--- src/rtl/core/crmsd_pkg.sv ---
// Package with shared types and constants for the column running mean/stddev block.
package crmsd_pkg;

    localparam logic [1:0] STATUS_OK        = 2'd0;
    localparam logic [1:0] STATUS_MISMATCH  = 2'd1;
    localparam logic [1:0] STATUS_FEW_ROWS  = 2'd2;
    localparam logic [1:0] STATUS_BAD_COL   = 2'd3;

    localparam logic MODE_SAMPLE = 1'b0;
    localparam logic MODE_REPORT = 1'b1;

    // Commands from the controller to the datapath.
    typedef struct packed {
        logic load;       // capture the request and read the column store
        logic div_start;  // start the iterative divider
        logic mean_step;  // form the new mean from the quotient
        logic mul_step;   // one partial product of the squared deviation
        logic acc_step;   // accumulate and write back
        logic sqrt_start; // start the square root
        logic sqrt_step;  // one square-root iteration
        logic fin_report; // form the report result
        logic fin_sample; // form the sample result
    } crmsd_cmd_t;

    // Status from the datapath to the controller.
    typedef struct packed {
        logic init;       // clearing pass after reset still running
        logic bad_col;
        logic report;
        logic few_rows;
        logic div_done;
        logic sqrt_done;
        logic var_big;
    } crmsd_sts_t;

endpackage

--- src/rtl/core/crmsd_ctrl.sv ---
// Controller state machine sequencing sample updates and reports.
module crmsd_ctrl
    import crmsd_pkg::*;
(
    input  logic       clk,
    input  logic       rst_n,
    input  logic       in_fire,
    input  logic       out_free,
    input  crmsd_sts_t sts,
    output crmsd_cmd_t cmd,
    output logic       busy,
    output logic       result_load
);

    localparam logic [3:0] ST_IDLE   = 4'd0;
    localparam logic [3:0] ST_READ   = 4'd1;
    localparam logic [3:0] ST_SDIV   = 4'd2;
    localparam logic [3:0] ST_MEAN   = 4'd3;
    localparam logic [3:0] ST_MUL0   = 4'd4;
    localparam logic [3:0] ST_MUL1   = 4'd5;
    localparam logic [3:0] ST_ACC    = 4'd6;
    localparam logic [3:0] ST_RDIV   = 4'd7;
    localparam logic [3:0] ST_SQRT   = 4'd8;
    localparam logic [3:0] ST_OUT    = 4'd9;
    localparam logic [3:0] ST_SQWAIT = 4'd10;
    localparam logic [3:0] ST_FETCH  = 4'd11;

    logic [3:0] state_reg, state_next;
    logic       rep_reg, rep_next;

    always_ff @(posedge clk or negedge rst_n)
    begin
        if (!rst_n)
        begin
            state_reg <= ST_IDLE;
            rep_reg   <= 1'b0;
        end
        else
        begin
            state_reg <= state_next;
            rep_reg   <= rep_next;
        end
    end

    always_comb
    begin
        state_next  = state_reg;
        rep_next    = rep_reg;
        cmd         = '0;
        result_load = 1'b0;
        busy        = (state_reg != ST_IDLE) || sts.init;
        case (state_reg)
            ST_IDLE:
            begin
                if (in_fire)
                begin
                    cmd.load   = 1'b1;
                    state_next = ST_FETCH;
                end
            end
            ST_FETCH:
            begin
                // The column store read for the new column lands at the end of this cycle.
                state_next = ST_READ;
            end
            ST_READ:
            begin
                if (sts.bad_col)
                begin
                    rep_next   = 1'b0;
                    state_next = ST_OUT;
                end
                else if (sts.report)
                begin
                    rep_next = 1'b1;
                    if (sts.few_rows)
                        state_next = ST_OUT;
                    else
                    begin
                        cmd.div_start = 1'b1;
                        state_next    = ST_RDIV;
                    end
                end
                else
                begin
                    rep_next      = 1'b0;
                    cmd.div_start = 1'b1;
                    state_next    = ST_SDIV;
                end
            end
            ST_SDIV:
            begin
                if (sts.div_done)
                    state_next = ST_MEAN;
            end
            ST_MEAN:
            begin
                cmd.mean_step = 1'b1;
                state_next    = ST_MUL0;
            end
            ST_MUL0:
            begin
                cmd.mul_step = 1'b1;
                state_next   = ST_MUL1;
            end
            ST_MUL1:
            begin
                cmd.mul_step = 1'b1;
                state_next   = ST_ACC;
            end
            ST_ACC:
            begin
                cmd.acc_step = 1'b1;
                state_next   = ST_OUT;
            end
            ST_RDIV:
            begin
                if (sts.div_done)
                begin
                    cmd.sqrt_start = 1'b1;
                    state_next     = ST_SQRT;
                end
            end
            ST_SQRT:
            begin
                if (sts.var_big || sts.sqrt_done)
                    state_next = ST_SQWAIT;
                else
                    cmd.sqrt_step = 1'b1;
            end
            ST_SQWAIT:
            begin
                state_next = ST_OUT;
            end
            ST_OUT:
            begin
                if (out_free)
                begin
                    result_load = 1'b1;
                    if (rep_reg)
                        cmd.fin_report = 1'b1;
                    else
                        cmd.fin_sample = 1'b1;
                    state_next = ST_IDLE;
                end
            end
            default:
            begin
                state_next = ST_IDLE;
            end
        endcase
    end

endmodule

--- config.mk ---
export PLATFORM = sky130hd
export DESIGN_NAME = crmsd_ctrl
export DESIGN_NICKNAME = d
export VERILOG_FILES = /design/src/rtl/core/crmsd_pkg.sv /design/src/rtl/core/crmsd_ctrl.sv
export SDC_FILE = /design/constraint.sdc
export NUM_CORES = 1
export LEC_CHECK = 0
export ABC_CLOCK_PERIOD_IN_PS = 2000
export CAP_MARGIN = 20
export CORE_AREA = 3 3 40 42
export CTS_CLUSTER_SIZE = 25
export DETAILED_ROUTE_END_ITERATION = 12
export DIE_AREA = 0 0 43 45
export DONT_BUFFER_PORTS = 1
export HOLD_SLACK_MARGIN = 0.15
export SYNTH_ARGS = -nofsm -noshare
export SYNTH_HDL_FRONTEND = slang
export SYNTH_SLANG_ARGS = --single-unit
--- constraint.sdc ---
create_clock -name clk -period 2 [get_ports clk]
set_clock_uncertainty 0.05 [all_clocks]
set_input_delay 0.1 -clock clk [delete_from_list [all_inputs] [get_ports clk]]
set_output_delay 0.1 -clock clk [all_outputs]
set_load 0.02 [all_outputs]
==> results of run 1 <==
==> power groups by stage <==
stage / combinational, W / clock (W) / sequential, W
finish: 0.000625 / 0.000118 / 0.000270
global route: 0.000694 / 0.000129 / 0.000287
CTS: 0.000619 / 0.000120 / 0.000259
detailed placement: 0.000592 / 0 / 0.000260
global placement: 0.000592 / 0 / 0.000261
floorplan: 0.000550 / 0 / 0.000184
==> worst max path at each step <==
stage / start / cells after the start / end / slack [ps]
floorplan: state_reg[3] / 5 / state_reg[2] / 450
global placement: state_reg[0] / 4 / state_reg[3] / 370
detailed placement: state_reg[0] / 5 / state_reg[2] / 310
CTS: state_reg[2] / 5 / rep_reg / 130
global route: state_reg[1] / 5 / rep_reg / 50
finish: state_reg[1] / 5 / rep_reg / 210
==> what timing repair did <==
action | in CTS | in global routing
hold endpoints to repair | 8 | 0
endpoints found under the setup margin | 0 | 1
gates resized for setup | 0 | 2
hold buffers | 6 | 0
==> kinds of logic after synthesis <==
group / synth area share, %
buffers and inverters: 6.90
AND/OR/NAND/NOR: 40.4
XOR/XNOR: 1.72
flip-flops: 24.6
AO/OA/AOI/OAI: 26.4
==> metrics by stage <==
step                      cell area (µm²)  power, W  std cells  utilization, %  setup WS (ps)
after floorplan                       508  0.000734         66               -            447
after global placement                552  0.000853         83            42.9            368
after detailed placement              552  0.000852         83            42.9            307
after CTS                             638  0.000999         93            49.7            129
after global routing                  644   0.00111         93            50.1           46.9
final                                 644   0.00101         93            50.1            211
==> cells in the final DEF, fill, tap and decap left out, types with 3 or more instances in the layout <==
| cell | synthesis | final |
|---|---|---|
| a31oi_1 | 3 | 3 |
| and3_1 | 3 | 3 |
| buf_4 | 1 | 6 |
| clkbuf_4 | 0 | 3 |
| dfrtp_1 | 5 | 4 |
| dlygate4sd3_1 | 0 | 6 |
| inv_1 | 3 | 3 |
| nand2_1 | 4 | 4 |
| nor2_1 | 6 | 6 |
| nor3_1 | 3 | 3 |
==> routing by layer <==
metal  share of wire (%)  track usage [%]  vias up
met1                  46             22.7      230
met5                   0                0        -
met4                 1.5             7.83        0
met2                  42             22.2       21
li1                    -                -      272
met3                  10             5.58        2
==> critical path, stage by stage, from the launching register on <==
cell and delay [ps]:
dfrtp_1 480, nor2_4 180, nand2_1 130, o21ai_0 180, o41ai_1 90, dlygate4sd3_1 560
==> cell type report <==
type,count,area [µm²],area share (%)
well taps,15,18.8,2.91
clock buffers,4,26.3,4.08
flip-flops and latches,5,126,19.6
multi-input cells,53,353,54.8
inverters,4,15.0,2.33
repair buffers,12,105,16.3
==> flow_summary.json, run 1 <==
{
  "grt_pass1_vias": 554,
  "cts_max_level": 1,
  "cts_tree": "yes",
  "antenna_found_initial": 0,
  "die_area_um2": 1940,
  "fmax_mhz": 559,
  "rr_worst_depth": 5,
  "drtIter0Drc": 10,
  "io_pins": 22,
  "gp_congestion": 0.847,
  "cts_setup_buffers": 0,
  "cts-root-buf": "clkbuf_4",
  "syn2layout_area_growth_pct": 26.8,
  "wl_um": 1310,
  "yosys_register_bits": 5,
  "syn_area_um2": 508,
  "start_kind": "flip-flop",
  "vias": 525,
  "cts_buffers": 3,
  "max_slew_margin_pct": 74.0,
  "rsz0062_at_grt": "false",
  "post_drt_via_cell_ratio": 5.65,
  "start_util_pct": 39.5,
  "syn-instance-count": 66,
  "largest_reg_flops": 4,
  "power_frac_clock_pct": 11.6,
  "die_x_um": 43,
  "finalSetupTns_ps": 0,
  "clock_latency_ps": 240,
  "p_sw_share_pct": 50.3,
  "finalCriticalPeriod_ps": 1790,
  "synth.most_common_cell": "nor2_1",
  "holdPathStages": 4,
  "grt_pass1_wl_um": 2350,
  "wire_per_inst_um": 14.0,
  "cts_buffer_depth": 2,
  "arrival_ps": 1860,
  "fin_crit_sh_pct": 89.4,
  "drv_slew": 0,
  "yosysUniqueCellTypes": 39,
  "p_comb_share_pct": 61.7,
  "synth.top_cell.area_share_pct": 24.6,
  "yosysSeqAreaShare_pct": 24.6,
  "final_net_count": 90,
  "drc": 0,
  "endpoint_kind": "flip-flop",
  "timing.rr.start": "state_reg[1]",
  "synth.top_cells.by_count": "nor2_1 (6), dfrtp_1 (5), nand2_1 (4)",
  "async_flop_share_pct": 100,
  "num_rows": 13,
  "num_antenna_cells": 0,
  "drive_gt1_share_pct": 21.8,
  "peakVddDrop_v": 0.000815,
  "overflow": 0,
  "cp_data_required_time_ps": 2070,
  "hold_viol": 0,
  "hold_end": "state_reg[0]",
  "p_per_area_nw_per_um2": 1570,
  "core-area_um2": 1280,
  "drv_cap": 0,
  "ant_nets": 0,
  "port_buffers": 0,
  "power.leakage_nw": 0.261,
  "worstHoldPathType": "in -> reg",
  "power_switching_w": 0.000509,
  "r2r_end": "rep_reg",
  "clk_pin_slew_ps": 40,
  "fillers": 133,
  "synth_top_cell_by_area": "dfrtp_1",
  "synth.avg_cell_area_um2": 7.70,
  "hpwl_um": 995,
  "p_int_w": 0.000503,
  "synth_nets": 77,
  "dr.pass1.iters": 4,
  "worst_slew_pin_slew_ps": 384,
  "setup_violations": 0,
  "synth_ff_type": "dfrtp_1",
  "grt.total_usage_pct": 16.2,
  "grt_start_max_net_pins": 14,
  "critPathKind": "reg -> reg",
  "timing.hold.ws_ps": 171,
  "holdCritStartpoint": "sts[0]",
  "die_height_um": 45,
  "critPathMaxFanout": 9,
  "seqPwrFrac_pct": 26.7,
  "cts.sinks": 5,
  "synth_top_cells_by_area": "dfrtp_1 (25%), nor2_1 (4.4%), a31oi_1 (3.7%)",
  "synth_edf_count": 0,
  "status": "complete, no violations",
  "synth_warnings": 0,
  "reg2reg_slack_ps": 210
}
Power figures use the tool's default switching activity.
==> inputs of run 2 (changes only) <==
MAX_ROUTING_LAYER = met4   (was unset)
==> run 2 against run 1 <==
Against the previous run: sequential share of layout area stayed put; clock-buffer cell count did not move; via count grew 1.7%.
==> flow_summary.json, run 2 (synthesis gave the netlist of run 1 again) <==
{
  "status": "complete, no violations",
  "hold_viol": 0,
  "vias": 534,
  "die_area_um2": 1940,
  "die_x_um": 43,
  "drc": 0,
  "overflow": 0,
  "timing.hold.ws_ps": 170,
  "dr.pass1.iters": 4,
  "wire_per_inst_um": 14.1,
  "cp_data_required_time_ps": 2080,
  "critPathKind": "reg -> reg",
  "crit_slowest_cell": "dlygate4sd3_1",
  "cts_buffer_depth": 2,
  "max_slew_margin_pct": 74.0,
  "num_rows": 13,
  "slowest_delay_ps": 560,
  "fillers": 133,
  "wl_met3_um": 110,
  "drive_gt1_share_pct": 21.8,
  "antenna_found_initial": 0,
  "dr_wl_met2_um": 550,
  "power.leakage_nw": 0.261,
  "endpoint_kind": "flip-flop",
  "mostFrequentLayoutCells": "nor2_1 (6), dlygate4sd3_1 (6), buf_4 (6)",
  "fmax_mhz": 559,
  "grt_pass1_wl_um": 2350,
  "cts_setup_buffers": 0,
  "clock_latency_ps": 250,
  "worst_slew_pin_slew_ps": 384,
  "timing.rr.start": "state_reg[1]",
  "finalCriticalPeriod_ps": 1790,
  "worstHoldPathType": "in -> reg",
  "cts_tree": "yes",
  "p_per_area_nw_per_um2": 1570,
  "peakVddDrop_v": 0.000814,
  "port_buffers": 0,
  "crit_end": "rep_reg",
  "cts_max_level": 1,
  "grt.total_usage_pct": 16.7,
  "cts_buffers": 3,
  "cts-root-buf": "clkbuf_4",
  "start_kind": "flip-flop",
  "ant_nets": 0,
  "io_pins": 22,
  "num_antenna_cells": 0,
  "drtIter0Drc": 10,
  "r2r_end": "rep_reg",
  "final_net_count": 90,
  "syn2layout_area_growth_pct": 26.8,
  "grt_start_max_net_pins": 14,
  "start_util_pct": 39.5,
  "grt_pass1_vias": 554,
  "reg2reg_slack_ps": 210,
  "core-area_um2": 1280,
  "rr_worst_depth": 5,
  "drv_cap": 0,
  "cts.sinks": 5,
  "gp_congestion": 0.861,
  "routed.top_layer": "met4",
  "clk_pin_slew_ps": 40,
  "crit_start": "state_reg[1]",
  "fin_crit_sh_pct": 89.5,
  "hpwl_um": 995,
  "drv_slew": 0,
  "rsz0062_at_grt": "false",
  "post_drt_via_cell_ratio": 5.74,
  "finalSetupTns_ps": 0,
  "wl_met1_um": 623,
  "path_cells": "nor2_4 -> nand2_1 -> o21ai_0 -> o41ai_1 -> dlygate4sd3_1",
  "arrival_ps": 1860,
  "critPathMaxFanout": 9,
  "wl_um": 1310,
  "setup_violations": 0,
  "largest_reg_flops": 4,
  "die_height_um": 45
}
-- run 2: routing by layer --
metal / GRT usage, % / vias to the layer above
met5: - / -
met4: 7.83 / 0
met3: 4.78 / 4
met2: 22.2 / 19
met1: 23.2 / 239
li1: - / 272
-- run 2: final cells by class --
type / instances / area [µm²] / share of cell area (%)
clock buffers: 4 / 26.3 / 4.08
repair buffers: 12 / 105 / 16.3
multi-input cells: 53 / 353 / 54.8
flip-flops and latches: 5 / 126 / 19.6
inverters: 4 / 15.0 / 2.33
well taps: 15 / 18.8 / 2.91
-- run 2: worst min path at each step --
stage	from	endpoint	slack [ps]	depth (start not counted)
after floorplan	rst_n	rep_reg	-250	0
after global placement	rst_n	state_reg[1]	-250	0
after detailed placement	rst_n	state_reg[1]	-250	0
after CTS	sts[0]	state_reg[0]	170	4
after global routing	sts[0]	state_reg[3]	220	4
final	sts[0]	state_reg[0]	170	4
-- run 2: per-stage QoR --
step	cell area, µm²	setup slack, ps	power (W)	utilization (%)	std cells
floorplan	508	447	0.000734	-	66
global placement	552	368	0.000853	42.9	83
detailed placement	552	307	0.000852	42.9	83
CTS	638	129	0.000999	49.7	93
global route	644	46.9	0.00111	50.1	93
finish	644	211	0.00101	50.1	93
-- run 2: critical path: cells and delay by family (launching register included) --
| family | cells | cell delay [ps] |
|---|---|---|
| AOI/OAI and AO/OA | 2 | 270 |
| and+or+nand+nor | 2 | 310 |
| buffers and inverters | 1 | 560 |
| DFF | 1 | 480 |
-- run 2: timing repair --
item	4_1_cts	5_1_grt
gates resized for setup	0	2
hold endpoints to repair	8	0
hold buffers	6	0
endpoints found under the setup margin	0	1
-- run 2: power breakdown --
part	leakage, nW	internal, W	switching [W]
Clock	0.0150	0.0000755	0.0000424
Sequential	0.0606	0.000153	0.000117
Combinational	0.185	0.000275	0.000351
==> inputs of run 3 (changes only) <==
ABC_AREA = 1   (was unset)
CTS_BUF_LIST = sky130_fd_sc_hd__clkbuf_8   (was unset)
==> run 3 against run 2 <==
Against the previous run: utilization down 0.097 points; combinational power is 13% lower; clock power up 56%; sequential cell count unchanged; power fell by 7.2%; highest routed layer unchanged; wire length fell by 1.1%; non-clock buffer count down 3.
==> flow_summary.json, run 3 <==
{
  "max_slew_margin_pct": 56.1,
  "ant_nets": 0,
  "synth.top_cells.by_count": "nand2_1 (32), nor2_1 (21), inv_1 (16)",
  "grt_pass1_vias": 527,
  "setup_violations": 0,
  "layout_setup_ws_ps": 175,
  "synth_top_cells_by_area": "dfrtp_1 (25%), nand2_1 (24%), nor2_1 (16%)",
  "drv_cap": 0,
  "syn_area_um2": 494,
  "cp_data_required_time_ps": 2110,
  "grt_start_max_net_pins": 8,
  "wl_um": 1290,
  "mostFrequentLayoutCells": "nand2_1 (32), nor2_1 (21), inv_1 (17)",
  "hold_buffers": 7,
  "cts_buffers": 3,
  "register_area_um2": 125,
  "routed.top_layer": "met4",
  "timing.hold.ws_ps": 204,
  "multi_input_area_um2": 305,
  "clk_pin_slew_ps": 40,
  "cts_resized": 0,
  "post_drt_via_cell_ratio": 4.91,
  "dr.pass1.iters": 6,
  "hold_viol": 0,
  "wl_met1_um": 565,
  "gp_congestion": 0.894,
  "grt_pass1_wl_um": 2150,
  "synth.avg_cell_area_um2": 5.20,
  "num_rows": 13,
  "synth_ff_type": "dfrtp_1",
  "cts.sinks": 5,
  "endpoint_kind": "flip-flop",
  "drc": 0,
  "power.leakage_nw": 0.399,
  "fin_crit_sh_pct": 91.3,
  "crit_start": "state_reg[3]",
  "drive_gt1_share_pct": 9.26,
  "synth_nets": 106,
  "hpwl_um": 1030,
  "timing.rr.start": "state_reg[3]",
  "drv_slew": 0,
  "die_x_um": 43,
  "die_height_um": 45,
  "fmax_mhz": 548,
  "final_common_cell": "nand2_1",
  "synth_top_cell_by_area": "dfrtp_1",
  "critPathKind": "reg -> reg",
  "r2r_end": "state_reg[2]",
  "final_net_count": 120,
  "syn-instance-count": 95,
  "critPathMaxFanout": 5,
  "grt.total_usage_pct": 15.8,
  "core-area_um2": 1280,
  "port_buffers": 0,
  "status": "complete, no violations",
  "drtIter0Drc": 15,
  "synth_edf_count": 0,
  "peakVddDrop_v": 0.000623,
  "finalSetupTns_ps": 0,
  "overflow": 0,
  "finalCriticalPeriod_ps": 1830,
  "yosysSeqAreaShare_pct": 25.3,
  "io_pins": 22,
  "syn2layout_area_growth_pct": 30.1,
  "num_antenna_cells": 0,
  "start_util_pct": 38.5,
  "worst_slew_pin_slew_ps": 653,
  "cts_setup_buffers": 0,
  "p_per_area_nw_per_um2": 1460,
  "largest_reg_flops": 4,
  "fillers": 138,
  "vias": 604,
  "antenna_found_initial": 0,
  "cts-root-buf": "clkbuf_8",
  "synth.top_cell.area_share_pct": 25.3,
  "wl_met3_um": 105,
  "place_ws_ps": 625,
  "clock_latency_ps": 230,
  "crit_end": "state_reg[2]",
  "synth_warnings": 0,
  "wire_per_inst_um": 10.5,
  "yosys_register_bits": 5,
  "reg2reg_slack_ps": 170,
  "start_kind": "flip-flop",
  "cts_buffer_depth": 2,
  "cts_tree": "yes",
  "yosysUniqueCellTypes": 12,
  "rsz0062_at_grt": "false",
  "rr_worst_depth": 8,
  "dr_wl_met2_um": 605,
  "arrival_ps": 1930,
  "synth.most_common_cell": "nand2_1",
  "async_flop_share_pct": 100,
  "finalPower_w": 0.000940,
  "cts_max_level": 1,
  "die_area_um2": 1940,
  "worstHoldPathType": "in -> reg"
}
-- run 3: final cells by class --
type                    count  share of cell area [%]
clock buffers               3                    6.42
well taps                  15                    2.92
inverters                  17                    9.92
repair buffers              9                    13.2
multi-input cells          73                    47.5
flip-flops and latches      5                    19.5
clock inverters             1                   0.584
-- run 3: per-layer routing --
metal,GRT usage (%),vias to the layer above
met2,24.6,23
met4,8.43,0
met3,5.58,3
met1,17.8,264
met5,-,-
li1,-,314
-- run 3: report_power, final --
group          total, W  leakage, nW  switching (W)  internal [W]
registers      0.000211       0.0630      0.0000618      0.000149
clock network  0.000184       0.0269      0.0000519      0.000132
logic          0.000546        0.309       0.000365      0.000181
total          0.000940        0.399       0.000479      0.000461
-- run 3: worst min path at each step --
stage	start	to	slack (ps)	cells past startpoint
after detailed placement	rst_n	rep_reg	-250	0
after CTS	sts[5]	state_reg[3]	200	6
after global routing	sts[5]	state_reg[1]	240	5
after global placement	rst_n	rep_reg	-250	0
after floorplan	rst_n	rep_reg	-250	0
final	sts[5]	state_reg[3]	200	6
-- run 3: logic make-up (layout without fill, tap and decap cells) --
logic type	count (synthesis)	in the layout	synth area share, %
flip-flops	5	5	25.3
AO/OA/AOI/OAI	3	3	3.04
AND/OR/NAND/NOR	70	70	58.7
buffers and inverters	17	30	12.9
-- run 3: stage by stage --
stage                     instance area (µm²)  utilization [%]  std cells
final                                     643             50.0        123
after global routing                      643             50.0        123
after CTS                                 643             50.0        123
after detailed placement                  528             41.1        112
after global placement                    528             41.1        112
after floorplan                           494                -         95
-- run 3: critical path, stage by stage (launching register included) --
cell and delay [ps]:
dfrtp_1 420, inv_1 140, nand2_1 100, nor2_2 190, nand3_1 110, nor2_1 100, nor2_1 50, nand2_1 60
dlygate4sd3_1 540
